<file path="src/hdl/stbe_pkg.sv">
// Shared constants and types for the sparse tile bitmask encoder.
// No dependencies; imported by the top level.
package stbe_pkg;

  // Tile geometry and field widths
  localparam int TILE_WIDTH  = 16;
  localparam int LANE_BITS   = $clog2(TILE_WIDTH);
  localparam int POP_BITS    = $clog2(TILE_WIDTH + 1);
  localparam int ROW_BITS    = 16;
  localparam int COL_BITS    = 16;
  localparam int OFFSET_BITS = 32;
  localparam int VALUE_BITS  = 32;
  localparam int CFG_BITS    = 16;
  localparam int INDEX_BITS  = 8;

  // Output word layout: row, first column, mask, offset, value
  localparam int TDATA_BITS = ROW_BITS + COL_BITS + TILE_WIDTH + OFFSET_BITS + VALUE_BITS;

  // Configuration register indexes
  localparam logic [INDEX_BITS-1:0] REG_NUM_COLS = INDEX_BITS'(0);
  localparam logic [INDEX_BITS-1:0] REG_NUM_ROWS = INDEX_BITS'(1);

  // Reset values of the configuration registers
  localparam logic [CFG_BITS-1:0] NUM_COLS_RESET = CFG_BITS'(16);
  localparam logic [CFG_BITS-1:0] NUM_ROWS_RESET = CFG_BITS'(1);

  typedef logic [TILE_WIDTH-1:0] lane_mask_t;
  typedef logic [LANE_BITS-1:0]  lane_t;

  // Tile drain sequencer states
  typedef enum logic [1:0] {
    ST_IDLE,
    ST_HDR,
    ST_READ,
    ST_VAL
  } drain_state_t;

endpackage

</file>
<file path="src/hdl/stbe_ram.sv">
// Generic single-write, single-read synchronous RAM with registered read data.
// No dependencies; holds the open tile's elements for the encoder.
module stbe_ram #(
  parameter int WIDTH     = 32,
  parameter int DEPTH     = 16,
  parameter int ADDR_BITS = $clog2(DEPTH)
) (
  input  logic                 clk,
  input  logic                 wr_en,
  input  logic [ADDR_BITS-1:0] wr_addr,
  input  logic [WIDTH-1:0]     wr_data,
  input  logic                 rd_en,
  input  logic [ADDR_BITS-1:0] rd_addr,
  output logic [WIDTH-1:0]     rd_data
);

  logic [WIDTH-1:0] mem [DEPTH];

  // Write port
  always_ff @(posedge clk) begin
    if (wr_en) begin
      mem[wr_addr] <= wr_data;
    end
  end

  // Read port, registered read data, held until the next read
  always_ff @(posedge clk) begin
    if (rd_en) begin
      rd_data <= mem[rd_addr];
    end
  end

endmodule

</file>
<file path="src/hdl/sparse_tile_bitmask_encoder.sv">
// Sparse tile bitmask encoder: cuts rows into 16-lane tiles, emits header and values nonzero in bits 30:0.
// Header: the closing word's tile is captured, then the header is registered into the output.
// Throughput: one input word per cycle inside a tile; the word that closes a nonzero tile
// stalls input while the header is loaded and the tile RAM is read for each nonzero value
// in turn, and while the result side holds back. An all-zero tile does not stall.
// Reset: counters, mask and offset clear, num_cols = 16, num_rows = 1; tile RAM not cleared.
module sparse_tile_bitmask_encoder (
  input  logic                                 clk,
  input  logic                                 rst,
  // Input words
  input  logic                                 s_tvalid,
  output logic                                 s_tready,
  input  logic [stbe_pkg::VALUE_BITS-1:0]      s_tdata,   // value
  // Result words
  output logic                                 m_tvalid,
  input  logic                                 m_tready,
  output logic [stbe_pkg::TDATA_BITS-1:0]      m_tdata,   // row_index, tile_column, bitmask,
                                                          // value_offset, nonzero_value
  output logic                                 m_tuser,   // is_header
  output logic                                 m_tlast,   // last
  // Configuration writes
  input  logic                                 cfg_valid,
  output logic                                 cfg_ready,
  input  logic [stbe_pkg::INDEX_BITS-1:0]      cfg_index,
  input  logic [stbe_pkg::CFG_BITS-1:0]        cfg_data
);

  import stbe_pkg::*;

  drain_state_t state, state_next;

  logic [CFG_BITS-1:0]    num_cols;
  logic [CFG_BITS-1:0]    num_rows;
  logic [COL_BITS-1:0]    col_count;
  logic [ROW_BITS-1:0]    row_count;
  logic [COL_BITS-1:0]    tile_start;
  logic [OFFSET_BITS-1:0] value_count;
  lane_mask_t             lane_mask;

  // Snapshot of the closed tile being drained
  lane_mask_t             drain_mask;
  logic [ROW_BITS-1:0]    drain_row;
  logic [COL_BITS-1:0]    drain_col;
  logic [OFFSET_BITS-1:0] drain_offset;

  logic                   accept;
  logic                   out_free;
  lane_t                  lane;
  logic                   nonzero;
  lane_mask_t             mask_new;
  logic [CFG_BITS:0]      eff_cols;
  logic [CFG_BITS:0]      eff_rows;
  logic [COL_BITS:0]      col_inc;
  logic [ROW_BITS:0]      row_inc;
  logic                   row_end;
  logic                   matrix_end;
  logic                   tile_close;
  logic [POP_BITS-1:0]    pop;
  lane_mask_t             low_onehot;
  lane_t                  low_lane;
  lane_mask_t             mask_rest;

  logic                   ram_rd_en;
  logic [VALUE_BITS-1:0]  ram_rd_data;
  logic                   load_hdr;
  logic                   load_val;

  assign cfg_ready = 1'b1;
  assign accept    = s_tvalid && s_tready;
  assign out_free  = !m_tvalid || m_tready;

  // Configuration registers
  always_ff @(posedge clk) begin
    if (rst) begin
      num_cols <= NUM_COLS_RESET;
      num_rows <= NUM_ROWS_RESET;
    end else if (cfg_valid && cfg_ready) begin
      if (cfg_index == REG_NUM_COLS) begin
        num_cols <= cfg_data;
      end else if (cfg_index == REG_NUM_ROWS) begin
        num_rows <= cfg_data;
      end
    end
  end

  // Zero register value means a full 2^16 size
  assign eff_cols = (num_cols == '0) ? {1'b1, {CFG_BITS{1'b0}}} : {1'b0, num_cols};
  assign eff_rows = (num_rows == '0) ? {1'b1, {CFG_BITS{1'b0}}} : {1'b0, num_rows};

  // Lane and tile close decode for the incoming word
  always_comb begin
    lane       = LANE_BITS'(col_count - tile_start);
    nonzero    = (s_tdata[VALUE_BITS-2:0] != '0);
    mask_new   = lane_mask | (lane_mask_t'(nonzero) << lane);
    col_inc    = {1'b0, col_count} + (COL_BITS+1)'(1);
    row_inc    = {1'b0, row_count} + (ROW_BITS+1)'(1);
    row_end    = (col_inc >= eff_cols);
    matrix_end = row_end && (row_inc >= eff_rows);
    tile_close = (lane == lane_t'(TILE_WIDTH - 1)) || row_end;
  end

  // Count nonzero lanes of the closing tile
  always_comb begin
    pop = '0;
    for (int k = 0; k < TILE_WIDTH; k++) begin
      pop = pop + POP_BITS'(mask_new[k]);
    end
  end

  // Position counters, open tile mask and running offset
  always_ff @(posedge clk) begin
    if (rst) begin
      col_count   <= '0;
      row_count   <= '0;
      tile_start  <= '0;
      value_count <= '0;
      lane_mask   <= '0;
    end else if (accept) begin
      if (row_end) begin
        col_count  <= '0;
        tile_start <= '0;
        lane_mask  <= '0;
        row_count  <= matrix_end ? '0 : row_inc[ROW_BITS-1:0];
      end else begin
        col_count <= col_inc[COL_BITS-1:0];
        if (tile_close) begin
          tile_start <= col_inc[COL_BITS-1:0];
          lane_mask  <= '0;
        end else begin
          lane_mask <= mask_new;
        end
      end
      if (matrix_end) begin
        value_count <= '0;
      end else if (tile_close) begin
        value_count <= value_count + OFFSET_BITS'(pop);
      end
    end
  end

  // Capture the closed tile; clear lanes as their values go out
  always_ff @(posedge clk) begin
    if (accept && tile_close) begin
      drain_mask   <= mask_new;
      drain_row    <= row_count;
      drain_col    <= tile_start;
      drain_offset <= value_count;
    end else if (load_val) begin
      drain_mask <= mask_rest;
    end
  end

  // Lowest remaining lane of the drained tile
  always_comb begin
    low_onehot = drain_mask & (~drain_mask + lane_mask_t'(1));
    mask_rest  = drain_mask & ~low_onehot;
    low_lane   = '0;
    for (int k = 0; k < TILE_WIDTH; k++) begin
      if (low_onehot[k]) begin
        low_lane = low_lane | lane_t'(k);
      end
    end
  end

  // Tile buffer; input stalls while draining, so writes and reads never overlap
  stbe_ram #(
    .WIDTH (VALUE_BITS),
    .DEPTH (TILE_WIDTH)
  ) u_tile_ram (
    .clk     (clk),
    .wr_en   (accept),
    .wr_addr (lane),
    .wr_data (s_tdata),
    .rd_en   (ram_rd_en),
    .rd_addr (low_lane),
    .rd_data (ram_rd_data)
  );

  // Sequencer state
  always_ff @(posedge clk) begin
    if (rst) begin
      state <= ST_IDLE;
    end else begin
      state <= state_next;
    end
  end

  // Next state
  always_comb begin
    state_next = state;
    case (state)
      ST_IDLE: begin
        if (accept && tile_close && (mask_new != '0)) begin
          state_next = ST_HDR;
        end
      end
      ST_HDR: begin
        if (out_free) begin
          state_next = ST_READ;
        end
      end
      ST_READ: begin
        state_next = ST_VAL;
      end
      ST_VAL: begin
        if (out_free) begin
          state_next = (mask_rest == '0) ? ST_IDLE : ST_READ;
        end
      end
      default: begin
        state_next = ST_IDLE;
      end
    endcase
  end

  // Sequencer outputs
  always_comb begin
    s_tready  = 1'b0;
    ram_rd_en = 1'b0;
    load_hdr  = 1'b0;
    load_val  = 1'b0;
    case (state)
      ST_IDLE: s_tready  = 1'b1;
      ST_HDR:  load_hdr  = out_free;
      ST_READ: ram_rd_en = 1'b1;
      ST_VAL:  load_val  = out_free;
      default: s_tready  = 1'b0;
    endcase
  end

  // Output register: hold until taken
  always_ff @(posedge clk) begin
    if (rst) begin
      m_tvalid <= 1'b0;
    end else if (load_hdr || load_val) begin
      m_tvalid <= 1'b1;
    end else if (m_tready) begin
      m_tvalid <= 1'b0;
    end
  end

  always_ff @(posedge clk) begin
    if (load_hdr) begin
      m_tdata <= {{VALUE_BITS{1'b0}}, drain_offset, drain_mask, drain_col, drain_row};
      m_tuser <= 1'b1;
      m_tlast <= 1'b0;
    end else if (load_val) begin
      m_tdata <= {ram_rd_data, {(TDATA_BITS - VALUE_BITS){1'b0}}};
      m_tuser <= 1'b0;
      m_tlast <= (mask_rest == '0);
    end
  end

endmodule
</file>
<file path="config.mk">
export PLATFORM = sky130hd
export DESIGN_NAME = sparse_tile_bitmask_encoder
export DESIGN_NICKNAME = d
export VERILOG_FILES = /design/src/hdl/stbe_pkg.sv /design/src/hdl/stbe_ram.sv /design/src/hdl/sparse_tile_bitmask_encoder.sv
export SDC_FILE = /design/constraint.sdc
export NUM_CORES = 1
export LEC_CHECK = 0
export BUFFER_PORTS_ARGS = -buffer_cell sky130_fd_sc_hd__buf_2
export CAP_MARGIN = 20
export CELL_PAD_IN_SITES_DETAIL_PLACEMENT = 0
export CELL_PAD_IN_SITES_GLOBAL_PLACEMENT = 1
export CORE_ASPECT_RATIO = 1.25
export CORE_MARGIN = 8
export CORE_UTILIZATION = 35
export CTS_BUF_LIST = sky130_fd_sc_hd__clkbuf_4 sky130_fd_sc_hd__clkbuf_8 sky130_fd_sc_hd__clkbuf_16
export DETAILED_ROUTE_END_ITERATION = 10
export HOLD_SLACK_MARGIN = 0.02
export PLACE_DENSITY = 0.55
export SETUP_SLACK_MARGIN = 0.5
export SLEW_MARGIN = 20
export SYNTH_ARGS = -nofsm -noshare
export SYNTH_HDL_FRONTEND = slang
export SYNTH_SLANG_ARGS = --single-unit
</file>
<file path="constraint.sdc">
create_clock -name clk -period 7.67 [get_ports clk]
set_input_delay 0 -clock clk [delete_from_list [all_inputs] [get_ports clk]]
set_output_delay 0 -clock clk [all_outputs]
set_load 0.01 [all_outputs]
</file>
; ---- Word level (Yosys, flattened, before mapping)
; Memories as Yosys holds them, arrays and structs flattened. A register that Yosys moved wholly into a read port is not among the register bits.
; Index checks and enable logic that the tools add are counted.
; Widths: inputs -> output; s select.
[totals]
regBits = 325
latchBits = 0
ramBits = 512
mem_bits_ro = 0
input_bits = 61
output_inout_bits = 117
n_memories = 1
[mem_list]
columns = name, depth, word_bits, read_ports, rd_ports_with_merged_regs, wr, line_no
row1 = u_tile_ram.mem, 16, 32, 1, 1, 1, stbe_ram.sv:17  ; logic [WIDTH-1:0] mem [DEPTH];
[classes]
addsub = 20
n_mul = 0
n_div = 0
magnitude_cmp = 2
eq_ne = 8
shift = 1
mux = 42
bitwise_logic = 6
n_reduce_logical = 26
[ops]
columns = op, n
row1 = $mux 80, 2
row2 = $mux 16, 8
row3 = $mux 32, 2
row4 = $add 5x1->5, 11
row5 = $logic_not 16->1, 3
row6 = $add 16x1->17 const B, 2
row7 = $ge 17x17->1, 2
row8 = $mux 17, 2
row9 = $add 32x5->32, 1
row10 = $and 16x16->16, 2
row11 = $mux 4, 8
row12 = $not 16->16, 2
row13 = $reduce_bool 31->1, 1
row14 = $add 16x1->16 const B, 1
row15 = $or 16x16->16, 1
row16 = $reduce_bool 16->1, 1
row17 = $shl 1x4->16, 1
row18 = $mux 2, 6
row19 = $mux 3, 4
row20 = $reduce_bool 2->1, 5
row21 = $mux 1, 9
row22 = $eq 8x1->1 const B, 1
row23 = $logic_not 8->1, 1
row24 = $pmux 2 s4, 1
row25 = 16 further kinds, 28

; ---- Logic depth before layout (Yosys ltp)
[depth]
ltp_word = 21
ltp_mapped = 28
depth_no_buf = 27

; ---- Modules after synthesis
; A second synthesis with hierarchy kept.
[unflattened]
cells_unflattened = 2199
hier_area_um2 = 34675.8
[by_module_without_submodules]
columns = mod, instances, cells_per_inst, area_per_inst_um2, seq_area_each_um2
row1 = stbe_ram, 1, 838, 20155.6, 16335.7
row2 = sparse_tile_bitmask_encoder, 1, 1361, 14520.2, 8107.8

; ---- Worst setup path after synthesis
; No wires, ideal clock.
[synth_timing]
kind = reg-to-reg
start = register col_count[0]
end = register value_count[26]
arrival_ns = 6.253
path_slack_ns = 1.347
stages_incl_launch_ff = 29
n_path_buf = 1
cell_sequence = dfxtp_1 -> inv_1 -> ha_1 -> inv_1 -> fa_1 -> xnor2_1 -> nand2_1 -> mux2i_1 -> nor2_1 -> a21oi_1 -> inv_1 -> fa_1 -> inv_1 -> fa_1 -> inv_1 -> fa_1 -> fa_1 -> inv_1 -> fa_1 -> inv_1 -> fa_1 -> a21o_1 -> a21o_1 -> a21oi_1 -> nor2_1 -> o211ai_1 -> clkbuf_1 -> or4_1 -> a21oi_1
[synth_between]
elab_chain_len = 21
word_cells_on_any_way = 28
classes_between = add/sub (18) / order compare (1) / eq/ne (1) / shift (1) / mux (2) / bitwise (1) / reduce/logical (4)
[synth_rtl]
columns = item, line_no
row1 = from (decl), sparse_tile_bitmask_encoder.sv:34  ; logic [COL_BITS-1:0] col_count;
row2 = from (signal assigned), sparse_tile_bitmask_encoder.sv:125  ; col_count <= col_inc[COL_BITS-1:0];
row3 = $sub 4x4->4, sparse_tile_bitmask_encoder.sv:92  ; lane = LANE_BITS'(col_count - tile_start);
row4 = $shl 1x4->16, sparse_tile_bitmask_encoder.sv:94  ; mask_new = lane_mask | (lane_mask_t'(nonzero) << lane);
row5 = $or 16x16->16, sparse_tile_bitmask_encoder.sv:94
row6 = $add 1x1->2, sparse_tile_bitmask_encoder.sv:106  ; pop = pop + POP_BITS'(mask_new[k]);
row7 = $add 2x1->3, sparse_tile_bitmask_encoder.sv:106
row8 = $add 3x1->4, sparse_tile_bitmask_encoder.sv:106
row9 = $add 4x1->5, sparse_tile_bitmask_encoder.sv:106
row10 = $add 5x1->5 (11 in a row), sparse_tile_bitmask_encoder.sv:106
row11 = $add 32x5->32, sparse_tile_bitmask_encoder.sv:136  ; value_count <= value_count + OFFSET_BITS'(pop);
row12 = $mux 32, sparse_tile_bitmask_encoder.sv:135  ; end else if (tile_close) begin
row13 = $mux 32, sparse_tile_bitmask_encoder.sv:133  ; if (matrix_end) begin
row14 = to (signal assigned), sparse_tile_bitmask_encoder.sv:136
row15 = to (decl), sparse_tile_bitmask_encoder.sv:37  ; logic [OFFSET_BITS-1:0] value_count;
; Parallel ways exist; a longest one is shown, timed or not. The select of a mux whose other input is x is not followed.
; A chain may end at the register's enable or synchronous reset.

; ---- Final worst setup path
[layout_timing]
start = register tile_start[2]
end = register value_count[28]
[layout_between]
elab_chain_len = 21
word_cells_on_any_way = 25
classes_between = add/sub (17) / eq/ne (1) / shift (1) / mux (2) / bitwise (1) / reduce/logical (3)
[layout_rtl]
columns = item, line_no
row1 = from (decl), sparse_tile_bitmask_encoder.sv:36  ; logic [COL_BITS-1:0] tile_start;
row2 = from (signal assigned), sparse_tile_bitmask_encoder.sv:127  ; tile_start <= col_inc[COL_BITS-1:0];
row3 = $sub 4x4->4 (*), sparse_tile_bitmask_encoder.sv:92
row4 = $shl 1x4->16, sparse_tile_bitmask_encoder.sv:94
row5 = $or 16x16->16, sparse_tile_bitmask_encoder.sv:94
row6 = $add 1x1->2, sparse_tile_bitmask_encoder.sv:106
row7 = $add 2x1->3, sparse_tile_bitmask_encoder.sv:106
row8 = $add 3x1->4, sparse_tile_bitmask_encoder.sv:106
row9 = $add 4x1->5, sparse_tile_bitmask_encoder.sv:106
row10 = $add 5x1->5 (11 in a row), sparse_tile_bitmask_encoder.sv:106
row11 = $add 32x5->32, sparse_tile_bitmask_encoder.sv:136
row12 = $mux 32, sparse_tile_bitmask_encoder.sv:135
row13 = $mux 32, sparse_tile_bitmask_encoder.sv:133
; Every way passes the cells marked *; elsewhere a longest branch is shown, timed or not. The select of a mux whose other input is x is not followed.

==> run metrics <==
Sum Neg Setup Slack=0 ps; Die W=~300 microns; clk sinks=between 800 and 900; Internal=~8 mW; Switch Pwr=between 2 and 2.5 mW; vias in the first global route=around 21,000; overall global routing resource usage=roughly 16%; unrepaired setup endpoints after global routing=false; crit-path max cell delay=about 530 ps; critical path arrival=7310 ps; DRT antenna net count=0; CTS clock-pin slew for the worst setup and hold paths=roughly 70 ps; post-DP HPWL=51,400 microns; share of layout cells above drive strength 1=roughly 15%; Clock power frac=about 43%; critical path cell sequence=inv_1 > ha_1 > nand2_1 > o21ai_1 > xnor2_1 > nor2_1 > a21oi_1 > fa_1 > fa_1 > inv_1 > fa_1 > fa_1 > inv_1 > fa_1 > inv_1 > fa_1 > a21o_1 > a21o_1 > a21oi_1 > nor2_1 > o211ai_1 > buf_4 > or4_1 > a21oi_1; CP required=between 8000 and 9000 ps; CP Launch Type=flop; gr ovfl total=0; Worst path slowest cell=fa_1; Final min period=6740 ps; hold path depth=5; synth unique cells=68; CTS tree=built; design area=approximately 41,000 sq um; RR Endpoint=value_count[28]; Comb power frac=approximately 6.2%; Hold WC Path Type=in -> reg; Routed WL=91,400 microns; Clock Path Buffers=3; row count=129; die area=between 100,000 and 150,000 sq um; fin crit share=slightly below 90%; Num CTS Buffers=90; sequential area share after synthesis=70.2%; initial DRC count=between 1,000 and 1,500; dpl cell area=between 30,000 and 40,000 sq um; pwr/cell area=approximately 250 nW/um^2; die height=approximately 370 microns; Setup CP Type=reg -> reg; largest net degree at the start of global routing=around 130; routed len/inst=22.5 microns; IO buf count=176; GP Congestion=between 0.7 and 0.8; Final Max Slew Viols=0; Mapped Avg Cell Area=14.3 sq um; clk_skew=~18 ps; Worst Hold End=lane_mask[2]; Synth Cell Area=between 30,000 and 40,000 sq um; Met2 Wirelength=45,900 microns; Layout area overhead=17.8%; Seq pwr share=a little over 50%; fin nets=2,796; crit path capture type=flop; post-synth top area cell=edfxtp_1; sw frac=between 20% and 30%; Yosys reg bits=approximately 870; Worst-Skew Late Latency=660 ps; Max-Cap Viols=0; core area=approximately 99,000 sq um; initial antenna violation count=4; Most Frequent Cell on Critical Path=fa_1; IO Pins=178; Vias/cell=~5; top cell type's share of synthesized area=around three fifths; status=completed; FFs w/ async S/R, synth=0%; met1 wire length=39,300 microns; Peak VDD IR=approximately 0.16 mV; syn_nets=roughly 2,500; WHS=about 92 ps; Util after Layout=between 40% and 50%; min-delay src=s_tvalid; Mapped Cells=~2,400; max layer used=met5; most frequent cell after synthesis=edfxtp_1; clock root cell=clkbuf_16; P_leak=15.2 nW; crit path max fanout=22; slew of the pin with the lowest slew margin=approximately 1100 ps; TritonRoute pass-1 iters=5; Max Fclk=~150 MHz; top post-synthesis cells by area=edfxtp_1 61%, dfxtp_1 9.5%, mux2i_1 8.3%; Max-Slew Margin vs Limit=between 20% and 30%; first-pass GRT wire length=roughly 140,000 microns; EDFF count, synth=approximately 700; final hold violation count=0; Synth top cells by count=704 x edfxtp_1, 288 x mux2i_1, 165 x dfxtp_1; ys flop type=edfxtp_1; residual DRC count=0; met3 routed WL=4280 microns; routed vias=20,600; Final Power=10.4 mW; Worst R2R Setup Slack=~930 ps; final setup violation count=0; worst reg2reg path startpoint=tile_start[2]; Worst Reg-to-Reg Cells=24; Initial Utilization=between 30% and 40%; Syn. warnings=0; H-tree Lvls=3
final cells by class:
cell class | instances | area (sq um)
clock inverters | 44 | 473
diodes | 3 | 7.51
well taps | 1310 | 1640
fillers | 9120 | 57800
multi-input cells | 1360 | 9750
inverters | 80 | 303
flip-flops and latches | 869 | 24400
repair buffers | 274 | 1780
clock buffers | 125 | 2610
power groups by stage:
stage	sequential (mW)	combinational, mW	clock, mW
finish	5.32	0.644	4.48
global route	5.33	0.719	4.80
CTS	5.32	0.666	4.62
detailed placement	5.42	0.639	0
global placement	5.42	0.633	0
floorplan	5.46	0.292	0
per-layer routing:
layer,global-route usage (%),vias up
met5,0,-
met4,4.56,2
met3,2.81,111
met2,28.3,450
met1,20.4,10300
li1,-,9713
cells by family (layout without fill, tap and decap cells):
group                    count (synthesis)  after routing  share of synthesized area (%)
adder cells (fa/ha/maj)                 63             63                           2.52
AND/OR/NAND/NOR                        596            596                           8.90
multiplexers                           289            289                           8.31
AO/OA/AOI/OAI                          369            370                           6.60
other                                    1              4                         0.0108
flip-flops                             869            869                           70.2
XOR/XNOR                                41             41                           1.03
buffers and inverters                  199            523                           2.41
critical path, delay by kind of cell, from the launching register on:
family	cells	cell delay, ps
adders and majority gates	7	3020
xor gates and xnor gates	1	250
buffers and inverters	5	490
and+or+nand+nor	4	1160
DFF	1	360
AOI/OAI and AO/OA	7	1350
worst max-delay path by stage:
stage                              from               to  cells past startpoint
after floorplan            col_count[0]  value_count[26]                     28
after global placement     col_count[0]  value_count[25]                     25
after detailed placement   col_count[0]  value_count[25]                     25
after CTS                  col_count[0]  value_count[25]                     25
after global routing       col_count[2]  value_count[28]                     23
final                     tile_start[2]  value_count[28]                     24
flip-flops by register name (all words and copies together), names as in the netlist:
name                cells
u_tile_ram.mem        512
m_tdata               112
drain_offset           32
u_tile_ram.rd_data     32
value_count            32
col_count              16
drain_col              16
drain_mask             16
drain_row              16
lane_mask              16
num_cols               16
num_rows               16
row_count              16
tile_start             16
state                   2
m_tlast                 1
m_tuser                 1
m_tvalid                1
placed cells by master (no fill, tap or decap), types with 77 or more instances in the layout:
cell / instances
inv_1: 78
clkbuf_16: 92
and2_1: 84
buf_2: 176
mux2i_1: 287
nand2_1: 115
nand3_1: 77
o22ai_1: 129
edfxtp_1: 704
a21oi_1: 78
dfxtp_1: 164
nor2_1: 113
timing repair:
action	4_1_cts	5_1_grt
buffers inserted	0	1
pin swaps	0	1
gates resized for setup	1	5
hold endpoints to repair	571	0
gates cloned	1	0
hold buffers	54	0
endpoints found under the setup margin	3	21
per-stage QoR:
| step | cells | setup WS, ps |
|---|---|---|
| after CTS | 4060 | 534 |
| after global placement | 3836 | 593 |
| after floorplan | 2427 | 1350 |
| final | 4065 | 930 |
| after global routing | 4062 | 550 |
| after detailed placement | 3836 | 449 |
(Power assumes the default switching activity.)
